$ cat src/psfp_pkg.sv
// Package for the pump status frame parser: framing constants, kind codes,
// status codes and the structs passed between the framer, the classifier and the top level.
// Depends on nothing.
package psfp_pkg;

  localparam int ByteW   = 8;
  localparam int LenW    = 9;
  localparam int ValueW  = 16;
  localparam int NumW    = 32;
  localparam int KindW   = 2;

  // Framing constants.
  localparam logic [ByteW-1:0] START_BYTE    = 8'h24;
  localparam logic [LenW-1:0]  LENGTH_OFFSET = 9'd4;
  localparam logic [LenW-1:0]  LENGTH_POS    = 9'd1;
  localparam logic [LenW-1:0]  KIND_POS      = 9'd8;
  localparam logic [LenW-1:0]  LOW_POS       = 9'd13;
  localparam logic [LenW-1:0]  HIGH_POS      = 9'd14;

  // Frame classes.
  localparam logic [LenW-1:0]  STATUS_LEN      = 9'd22;
  localparam logic [ByteW-1:0] STATUS_MARK     = 8'h2F;
  localparam logic [LenW-1:0]  VALUE_FRAME_LEN = 9'd26;
  localparam logic [ByteW-1:0] VALUE_MARK      = 8'hA4;

  localparam logic [KindW-1:0] KIND_OTHER    = 2'd0;
  localparam logic [KindW-1:0] KIND_STATUS   = 2'd1;
  localparam logic [KindW-1:0] KIND_VALUE    = 2'd2;

  // Status codes, written as {high byte, low byte}.
  localparam logic [ValueW-1:0] CODE_RUNNING = 16'h0001;
  localparam logic [ValueW-1:0] CODE_IDLE_ON = 16'h016D;
  localparam logic [ValueW-1:0] CODE_MANUAL  = 16'h0101;
  localparam logic [ValueW-1:0] CODE_DRY     = 16'h0108;

  // A completed frame as the framer sees it.
  typedef struct packed {
    logic             done;
    logic [LenW-1:0]  length;
    logic [ByteW-1:0] kind_byte;
    logic [ByteW-1:0] low_byte;
    logic [ByteW-1:0] high_byte;
    logic [NumW-1:0]  number;
  } frame_t;

  // One decoded result word.
  typedef struct packed {
    logic [KindW-1:0]  frame_kind;
    logic [LenW-1:0]   frame_length;
    logic [ValueW-1:0] field_value;
    logic              state_known;
    logic              pump_running;
    logic              water_missing;
    logic              stopped_by_hand;
    logic              control_enabled;
    logic [NumW-1:0]   frame_number;
  } result_t;

endpackage

$ cat src/psfp_framer.sv
// Framer for the pump status frame parser: hunts for the start byte, counts bytes,
// captures the length, kind and value bytes and the running frame count.
// Depends on psfp_pkg.
module psfp_framer (
  input  logic                        clk,
  input  logic                        rst,
  input  logic                        step,
  input  logic [psfp_pkg::ByteW-1:0]  rx_byte,
  input  logic                        drop_partial,
  output psfp_pkg::frame_t            frame
);
  import psfp_pkg::*;

  logic              in_frame, in_frame_next;
  logic [LenW-1:0]   byte_count, byte_count_next;
  logic [LenW-1:0]   expected_length, expected_length_next;
  logic [ByteW-1:0]  kind_byte, kind_byte_next;
  logic [ByteW-1:0]  low_byte, low_byte_next;
  logic [ByteW-1:0]  high_byte, high_byte_next;
  logic [NumW-1:0]   frame_counter, frame_counter_next;
  logic [LenW-1:0]   count_inc;
  logic              done;

  assign count_inc = byte_count + 9'd1;

  always_comb begin
    in_frame_next        = in_frame;
    byte_count_next      = byte_count;
    expected_length_next = expected_length;
    kind_byte_next       = kind_byte;
    low_byte_next        = low_byte;
    high_byte_next       = high_byte;
    frame_counter_next   = frame_counter;
    done                 = 1'b0;
    if (step) begin
      if (drop_partial) begin
        in_frame_next        = 1'b0;
        byte_count_next      = '0;
        expected_length_next = '0;
      end else if (!in_frame) begin
        if (rx_byte == START_BYTE) begin
          in_frame_next        = 1'b1;
          byte_count_next      = LENGTH_POS;
          expected_length_next = '0;
          kind_byte_next       = '0;
          low_byte_next        = '0;
          high_byte_next       = '0;
        end
      end else begin
        byte_count_next = count_inc;
        case (byte_count)
          LENGTH_POS: expected_length_next = {1'b0, rx_byte} + LENGTH_OFFSET;
          KIND_POS:   kind_byte_next       = rx_byte;
          LOW_POS:    low_byte_next        = rx_byte;
          HIGH_POS:   high_byte_next       = rx_byte;
          default:    ;
        endcase
        if (expected_length_next != '0 && count_inc == expected_length_next) begin
          done                 = 1'b1;
          frame_counter_next   = frame_counter + 32'd1;
          in_frame_next        = 1'b0;
          byte_count_next      = '0;
          expected_length_next = '0;
        end
      end
    end
  end

  always_ff @(posedge clk) begin
    if (rst) begin
      in_frame        <= 1'b0;
      byte_count      <= '0;
      expected_length <= '0;
      kind_byte       <= '0;
      low_byte        <= '0;
      high_byte       <= '0;
      frame_counter   <= '0;
    end else begin
      in_frame        <= in_frame_next;
      byte_count      <= byte_count_next;
      expected_length <= expected_length_next;
      kind_byte       <= kind_byte_next;
      low_byte        <= low_byte_next;
      high_byte       <= high_byte_next;
      frame_counter   <= frame_counter_next;
    end
  end

  // The completed frame includes the byte that closes it.
  always_comb begin
    frame.done      = done;
    frame.length    = count_inc;
    frame.kind_byte = kind_byte_next;
    frame.low_byte  = low_byte_next;
    frame.high_byte = high_byte_next;
    frame.number    = frame_counter_next;
  end

endmodule

$ cat src/psfp_classify.sv
// Classifier for the pump status frame parser: sorts a completed frame into
// other, status or value, and decodes the status code into pump flags.
// Depends on psfp_pkg.
module psfp_classify (
  input  psfp_pkg::frame_t   frame,
  output psfp_pkg::result_t  result
);
  import psfp_pkg::*;

  logic [ValueW-1:0] code;
  logic              is_status;
  logic              is_value;

  assign code      = {frame.high_byte, frame.low_byte};
  assign is_status = (frame.length == STATUS_LEN) && (frame.kind_byte == STATUS_MARK);
  assign is_value  = (frame.length == VALUE_FRAME_LEN) && (frame.kind_byte == VALUE_MARK);

  always_comb begin
    result                 = '0;
    result.frame_length    = frame.length;
    result.frame_number    = frame.number;
    if (is_status) begin
      result.frame_kind  = KIND_STATUS;
      result.field_value = code;
      case (code)
        CODE_RUNNING: begin
          result.state_known     = 1'b1;
          result.pump_running    = 1'b1;
          result.control_enabled = 1'b1;
        end
        CODE_IDLE_ON: begin
          result.state_known     = 1'b1;
          result.control_enabled = 1'b1;
        end
        CODE_MANUAL: begin
          result.state_known     = 1'b1;
          result.stopped_by_hand = 1'b1;
        end
        CODE_DRY: begin
          result.state_known     = 1'b1;
          result.water_missing   = 1'b1;
          result.control_enabled = 1'b1;
        end
        default: ;
      endcase
    end else if (is_value) begin
      result.frame_kind  = KIND_VALUE;
      result.field_value = code;
    end else begin
      result.frame_kind  = KIND_OTHER;
    end
  end

endmodule

$ cat src/pump_status_frame_parser.sv
// Top level of the pump status frame parser: input register, framer, classifier
// and result register.
// Depends on psfp_pkg, psfp_framer and psfp_classify.
//
//   Channel | Handshake           | Word carries
//   --------+---------------------+----------------------------------------------
//   in      | in_valid / in_stall | rx_byte, drop_partial
//   out     | out_valid/out_stall | frame_kind, frame_length, field_value, flags,
//           |                     | frame_number
//
// One byte is accepted every cycle while in_stall is low. A byte taken sits in the input
// register until the result register is free, is then parsed, and a frame it completes
// is written into the result register. Reset (rst, synchronous) empties both registers
// and sends the framer back to hunting with a zero frame counter.
// in_stall rises only while the input register holds a byte and a result waits
// under out_stall; the framer state then holds until the result is taken.
module pump_status_frame_parser (
  input  logic                          clk,
  input  logic                          rst,
  input  logic                          in_valid,
  output logic                          in_stall,
  input  logic [psfp_pkg::ByteW-1:0]    rx_byte,
  input  logic                          drop_partial,
  output logic                          out_valid,
  input  logic                          out_stall,
  output logic [psfp_pkg::KindW-1:0]    frame_kind,
  output logic [psfp_pkg::LenW-1:0]     frame_length,
  output logic [psfp_pkg::ValueW-1:0]   field_value,
  output logic                          state_known,
  output logic                          pump_running,
  output logic                          water_missing,
  output logic                          stopped_by_hand,
  output logic                          control_enabled,
  output logic [psfp_pkg::NumW-1:0]     frame_number
);
  import psfp_pkg::*;

  // Input register.
  logic             s1_valid;
  logic [ByteW-1:0] s1_byte;
  logic             s1_drop;

  // Result register.
  logic             res_valid;
  result_t          res;

  logic             res_free;
  logic             s1_fire;
  logic             in_fire;
  frame_t           frame;
  result_t          result;

  // The result register can take a new word when it is empty or being drained.
  assign res_free = !res_valid || !out_stall;
  assign s1_fire  = s1_valid && res_free;
  assign in_stall = s1_valid && !res_free;
  assign in_fire  = in_valid && !in_stall;

  always_ff @(posedge clk) begin
    if (rst) begin
      s1_valid <= 1'b0;
    end else if (in_fire) begin
      s1_valid <= 1'b1;
    end else if (s1_fire) begin
      s1_valid <= 1'b0;
    end
  end

  always_ff @(posedge clk) begin
    if (in_fire) begin
      s1_byte <= rx_byte;
      s1_drop <= drop_partial;
    end
  end

  psfp_framer u_framer (
    .clk          (clk),
    .rst          (rst),
    .step         (s1_fire),
    .rx_byte      (s1_byte),
    .drop_partial (s1_drop),
    .frame        (frame)
  );

  psfp_classify u_classify (
    .frame  (frame),
    .result (result)
  );

  // frame.done is only high on a parsing step, which needs res_free.
  always_ff @(posedge clk) begin
    if (rst) begin
      res_valid <= 1'b0;
    end else if (res_free) begin
      res_valid <= frame.done;
    end
  end

  always_ff @(posedge clk) begin
    if (frame.done) begin
      res <= result;
    end
  end

  assign out_valid       = res_valid;
  assign frame_kind      = res.frame_kind;
  assign frame_length    = res.frame_length;
  assign field_value     = res.field_value;
  assign state_known     = res.state_known;
  assign pump_running    = res.pump_running;
  assign water_missing   = res.water_missing;
  assign stopped_by_hand = res.stopped_by_hand;
  assign control_enabled = res.control_enabled;
  assign frame_number    = res.frame_number;

  // Pump flags only appear on status frames with a recognized code.
  a_flags_need_status: assert property (@(posedge clk) disable iff (rst)
    res_valid && (state_known || pump_running || water_missing || stopped_by_hand)
      |-> frame_kind == KIND_STATUS && state_known)
    else $error("pump flags set outside a known status frame");

  // At most one of the exclusive status flags is set.
  a_flags_exclusive: assert property (@(posedge clk) disable iff (rst)
    res_valid |-> $onehot0({pump_running, water_missing, stopped_by_hand}))
    else $error("more than one exclusive status flag set");

  // Control is enabled only for a known code that is not a manual stop.
  a_control_rule: assert property (@(posedge clk) disable iff (rst)
    res_valid && control_enabled |-> state_known && !stopped_by_hand)
    else $error("control_enabled inconsistent with status code");

  // Class lengths match the frame length.
  a_kind_length: assert property (@(posedge clk) disable iff (rst)
    res_valid |-> (frame_kind != KIND_VALUE || frame_length == VALUE_FRAME_LEN) &&
                  (frame_kind != KIND_STATUS || frame_length == STATUS_LEN))
    else $error("frame kind does not match its length");

  // Successive frames carry consecutive numbers.
  a_number_steps: assert property (@(posedge clk) disable iff (rst)
    frame.done && res_free && $past(frame.done && res_free && !rst)
      |-> frame.number == $past(frame.number) + 32'd1)
    else $error("frame counter did not advance by one");

endmodule

$ cat config.mk
export PLATFORM = sky130hd
export DESIGN_NAME = pump_status_frame_parser
export DESIGN_NICKNAME = d
export VERILOG_FILES = /design/src/psfp_pkg.sv /design/src/psfp_framer.sv /design/src/psfp_classify.sv /design/src/pump_status_frame_parser.sv
export SDC_FILE = /design/constraint.sdc
export NUM_CORES = 1
export LEC_CHECK = 0
export ABC_AREA = 1
export BUFFER_PORTS_ARGS = -buffer_cell sky130_fd_sc_hd__buf_4
export CORE_UTILIZATION = 53
export CTS_BUF_LIST = sky130_fd_sc_hd__clkbuf_16
export DETAILED_ROUTE_END_ITERATION = 8
export HOLD_SLACK_MARGIN = 0.12
export PLACE_DENSITY = 0.88
export SLEW_MARGIN = 10
export SYNTH_ARGS = -nofsm -noshare
export SYNTH_HDL_FRONTEND = slang
export SYNTH_SLANG_ARGS = --single-unit
$ cat constraint.sdc
create_clock -name clk -period 6.45 [get_ports clk]
set_input_delay 1.29 -clock clk [delete_from_list [all_inputs] [get_ports clk]]
set_output_delay 1.29 -clock clk [all_outputs]
set_load 0.1 [all_outputs]
# Yosys cells after proc, flatten, opt, wreduce, memory -nomap -nowiden
# Cells that the tools add are included.
[word_totals]
regBits = 150
latchBits = 0
ramBits = 0
rom_bits = 0
in_bits = 13
output_inout_bits = 66
elab_cells = 103
mem_count = 0
[op_classes]
add_sub_neg = 3
multipliers = 0
n_div = 0
magnitude_cmp = 0
n_eq_ne = 14
n_shift = 0
mux = 49
bitwise = 0
reduce_logical = 17
[ops]
columns = ["op", "count"]
rows = [
  ["32-bit 2-to-1 mux", 4],
  ["8-bit 2-to-1 mux", 15],
  ["9-bit 2-to-1 mux", 12],
  ["16-bit by 9-bit equality test with 1-bit output (second input constant)", 3],
  ["32-bit by 1-bit adder with 32-bit output (second input constant)", 1],
  ["16-bit 2-to-1 mux", 2],
  ["9-bit by 4-bit equality test with 1-bit output (second input constant)", 3],
  ["9-bit by 5-bit equality test with 1-bit output (second input constant)", 2],
  ["16-bit by 1-bit equality test with 1-bit output (second input constant)", 1],
  ["8-bit by 6-bit equality test with 1-bit output (second input constant)", 2],
  ["1-bit 2-to-1 mux", 15],
  ["8-bit by 3-bit adder with 9-bit output (second input constant)", 1],
  ["9-bit by 1-bit adder with 9-bit output (second input constant)", 1],
  ["9-bit by 1-bit equality test with 1-bit output (second input constant)", 1],
  ["9-bit equality test", 1],
  ["9-bit nonzero test", 1],
  ["8-bit equality test (second input constant)", 1],
  ["1-bit logical AND", 6],
  ["1-bit zero test", 4],
  ["4-bit OR reduction", 1],
  ["3-bit nonzero test", 1],
  ["3-bit OR reduction", 1],
  ["2-bit 2-to-1 mux", 1],
  ["2-bit AND reduction", 1],
  ["other kinds (2)", 2],
]

# Depth between registers and ports, before layout
[depth]
depth_word = 11
mapped_depth = 20
ltp_nobuf = 19

# Cells and area by module
# A second synthesis with hierarchy kept.
[unflattened]
cells_unflattened = 942
hier_area_um2 = 7621.1
[by_module_without_submodules]
columns = ["mod", "n_inst", "cells_each", "area_each_um2", "seq_area_each_um2"]
rows = [
  ["psfp_framer", 1, 721, 4528.1, 1501.4],
  ["pump_status_frame_parser", 1, 85, 2283.4, 2232.1],
  ["psfp_classify", 1, 136, 809.5, 0.0],
]

# Worst setup path after synthesis
# OpenSTA, ideal clock, no wires.
[synth_path]
kind = "input to register"
from = "in out_stall"
to = "reg u_framer.frame_counter[0]"
t_arrival_ns = 6.831
required_ns = 6.368
setup_slack_ns = -0.463
cell_stages = 7
path_cell_list = "nand2_1 -> nand2_1 -> nor2_1 -> inv_1 -> nor3_1 -> nand2_1 -> a21oi_1"
[synth_via]
elab_chain_cells = 4
[synth_rtl]
columns = ["item", "line", "rtl"]
rows = [
  ["from (decl)", "pump_status_frame_parser.sv:25", "input logic out_stall,"],
  ["1-bit zero test", "pump_status_frame_parser.sv:54", "assign res_free = !res_valid || !out_stall;"],
  ["1-bit logical OR", "pump_status_frame_parser.sv:54", ""],
  ["1-bit logical AND", "pump_status_frame_parser.sv:55", "assign s1_fire = s1_valid && res_free;"],
  ["32-bit 2-to-1 mux", "psfp_framer.sv:35", "if (step) begin"],
  ["to (signal assigned)", "psfp_framer.sv:85", "frame_counter <= frame_counter_next;"],
  ["to (decl)", "psfp_framer.sv:20", "logic [NumW-1:0] frame_counter, frame_counter_next;"],
]
# Every way passes these cells.
# A chain may end at the register's enable or synchronous reset.

==> out/results.txt <==
largest net degree at the start of global routing: 78
mapped cell area: 7530 µm²
endpoints failing hold: 0
NetSw: 420 µW
filler cell count: 1135
Max Slew Vio Count: 0
Detailed Place HPWL: 12.2 mm
post-DR wirelength/cell: 14.3 µm
slowest CP cell: a21oi_1
CP max FO: 16
Die W: 121 µm
Sw Share: 20.7%
highest metal used: met4
antenna viol nets, final: 0
overall power: 2030 µW
# DRC: 0
critical-path cell list: buf_4, nand2_1, nand2_1, nor2_1, inv_1, a21oi_1, buf_4, nand2_1, a21oi_1, nor3b_1, nand3_1, o21ai_1, inv_2, nor2_1
Hold Crit Class: reg -> reg
die height: 121 µm
antenna violations before repair: 0
met3 WL: 1.18 mm
Crit Path Class: in -> reg
hold_sp: u_framer.expected_length[5]
Peak VDD IR: 0.000169 V
syn_nets: 985
crit path capture type: register
CTS tree: done
Die ar.: 14700 µm²
Clock Root Buffer: clkbuf_16
Yosys cell types: 39
Routed WL: 17.6 mm
GP Congestion: 0.900
hold-critical path endpoint: u_framer.expected_length[5]
clock sinks: 150
crit start category: input pin
Pint: 1610 µW
Post-Synthesis Cells: 965
clk_skew: 7.91 ps
DR vias/cell: 5.37
clock power share: 48.8%
total grt overflow: 0
Final period util: 70.0%
layout cells sized above 1: 15.8%
multi-input logic area: 3060 µm²
f_max: 0.222 GHz
ANT cells: 0
max cap viols: 0
outcome: finished clean
vias in the first global route: 6076
P_leak: 0.00361 µW
relative slew slack: 41.6%
nets: 1057
FF-to-FF Start: out_valid
Avg Cell Area, Syn: 7.80 µm²
cts repair resizes: 0
Arrival @ worst endpoint: 4780 ps
Port Buf Inserts: 78
Largest delay share family, worst path: simple AND/OR/NAND/NOR gates
cell count of the worst reg-to-reg path: 13
starting DRC count in detailed routing: 717
core area: 13900 µm²
Met1 Wirelength: 7.63 mm
CTS Hold Bufs: 0
Total GRT Usage: 25.3%
Clock Latency Late Sink: 430 ps
CP peak stage delay: 710 ps
Seq cells post-synth: 150
clock transition at the registers of the reported paths: 60 ps
register area: 3730 µm²
Area Growth Syn to Fin: 17.0%
Tmin final: 4510 ps
final setup violation count: 0
WP data required: 6720 ps
DRT Pass-1 Iters: 8
row cnt: 43
synthesis warning total: 0
global-route wire length before repair: 28.7 mm
Starting Density: 54.2%
R2R setup slack: 2590 ps
unrepaired setup endpoints after global routing: no
post-synthesis sequential area ratio: 49.6%
Post-CTS Setup Inserts: 0
num ports: 79
setup TNS: 0 ps
routed wire length on met2: 8.44 mm
CTS buffer count: 17
critical path buffer and inverter count: 4
worst-case clock buffer depth: 2
most used cell, CP: nand2_1
Hold Path Depth: 2
sequential power share: 49.5%
Crit Reg-Reg Endpoint: field_value[11]
fin util: 63.5%
Worst-Margin Slew: 876 ps
proportion of power drawn by combinational gates: 1.8%
H-tree levels: 4
Vias: 6602
ratio of total power to cell area: 230 nW/µm²
worst max path at each step:
stage,start,endpoint,slack (ps),depth (start not counted)
after floorplan,out_stall,u_framer.frame_counter[0],1600,7
after global placement,out_stall,field_value[6],1920,16
after detailed placement,out_stall,field_value[1],1730,16
after CTS,out_stall,field_value[11],2060,14
after global routing,out_stall,control_enabled,1560,13
final,out_stall,field_value[11],1940,14
state kept, by name (all words and copies together) (netlist names):
name / cells
u_framer.byte_count: 9
u_framer.kind_byte: 8
s1_byte: 8
s1_valid: 1
state_known: 1
u_framer.frame_counter: 32
out_valid: 1
frame_number: 32
pump_running: 1
control_enabled: 1
field_value: 16
water_missing: 1
frame_length: 9
u_framer.in_frame: 1
u_framer.low_byte: 8
u_framer.expected_length: 9
s1_drop: 1
stopped_by_hand: 1
frame_kind: 2
u_framer.high_byte: 8
cells by family (layout without fill, tap and decap cells):
logic type | Yosys count | count (layout) | share of synthesized area (%)
AO/OA/AOI/OAI | 121 | 121 | 8.36
flip-flops | 150 | 150 | 49.6
adder cells (fa/ha/maj) | 7 | 7 | 1.16
AND/OR/NAND/NOR | 501 | 501 | 30.7
buffers and inverters | 184 | 269 | 9.92
XOR/XNOR | 2 | 2 | 0.233
area by class of cell:
class	count	share of cell area, %
tap	180	2.56
sequential	150	42.4
timing repair buffer	83	7.07
inverter	154	6.59
multi-input combinational	631	34.7
clock inverter	15	1.86
clock buffer	17	4.83
worst min-delay path: cells and delay by family (launching register included):
kind	cells	cell delay [ps]
AND/OR/NAND/NOR	1	60
AO/OA/AOI/OAI	1	50
flip-flops	1	310
cell usage after synthesis, drive strengths merged:
master,count,area (µm²)
o21bai,2,15.0
ha,7,87.6
nor4,1,6.26
nor2,127,541
o211ai,1,7.51
clkinv,1,3.75
dfxtp,77,1540
edfxtp,73,2190
nand4,27,181
nand3b,1,7.51
buf,15,110
o21ai,51,255
nor3b,1,7.51
nor3,16,85.1
o21a,1,7.51
a21oi,65,337
xor2,2,17.5
clkbuf,15,56.3
nor2b,1,6.26
a22oi,1,7.51
nand3,87,553
nand2,240,926
inv,153,577
stage by stage:
stage / worst slack, ps / area, µm² / instances / hold slack (ps)
after floorplan: 1600 / 7530 / 965 / 445
after global placement: 1920 / 8220 / 1198 / 452
after detailed placement: 1730 / 8220 / 1198 / 459
after CTS: 2060 / 8810 / 1230 / 468
after global routing: 1560 / 8810 / 1230 / 493
final: 1940 / 8810 / 1230 / 464
metal layers:
metal / up-vias / GRT usage (%)
li1: 3258 / -
met2: 249 / 40.7
met4: 0 / 9.57
met3: 27 / 6.34
met5: - / 0
met1: 3068 / 32.9
power by group through the flow:
stage | Sequential (µW) | Combinational, µW | Clock, µW
2_1_floorplan | 1020 | 21.9 | 0
3_3_place_gp | 1020 | 33.9 | 0
3_5_place_dp | 1020 | 35.1 | 0
4_1_cts | 1000 | 35.3 | 998
5_1_grt | 1000 | 38.7 | 1040
6_report | 1000 | 35.9 | 990
placed cells by master, fill, tap and decap left out, types with 2 or more instances in the layout:
cell and instances:
a21oi_1 62, a21oi_2 3, buf_4 83, bufinv_16 3, clkbuf_16 17, clkinv_1 2, clkinv_2 5, clkinv_4 2
clkinvlp_4 2, dfxtp_1 77, edfxtp_1 73, ha_1 7, inv_1 148, inv_2 5, nand2_1 234, nand2_2 4
nand2_4 2, nand3_1 65, nand3_2 21, nand4_1 25, nand4_2 2, nor2_1 115, nor2_2 7, nor2_4 4
nor3_1 14, o21ai_0 43, o21ai_1 8, o21bai_1 2, xor2_1 2
Note: power is estimated with default switching activity, not from simulation.
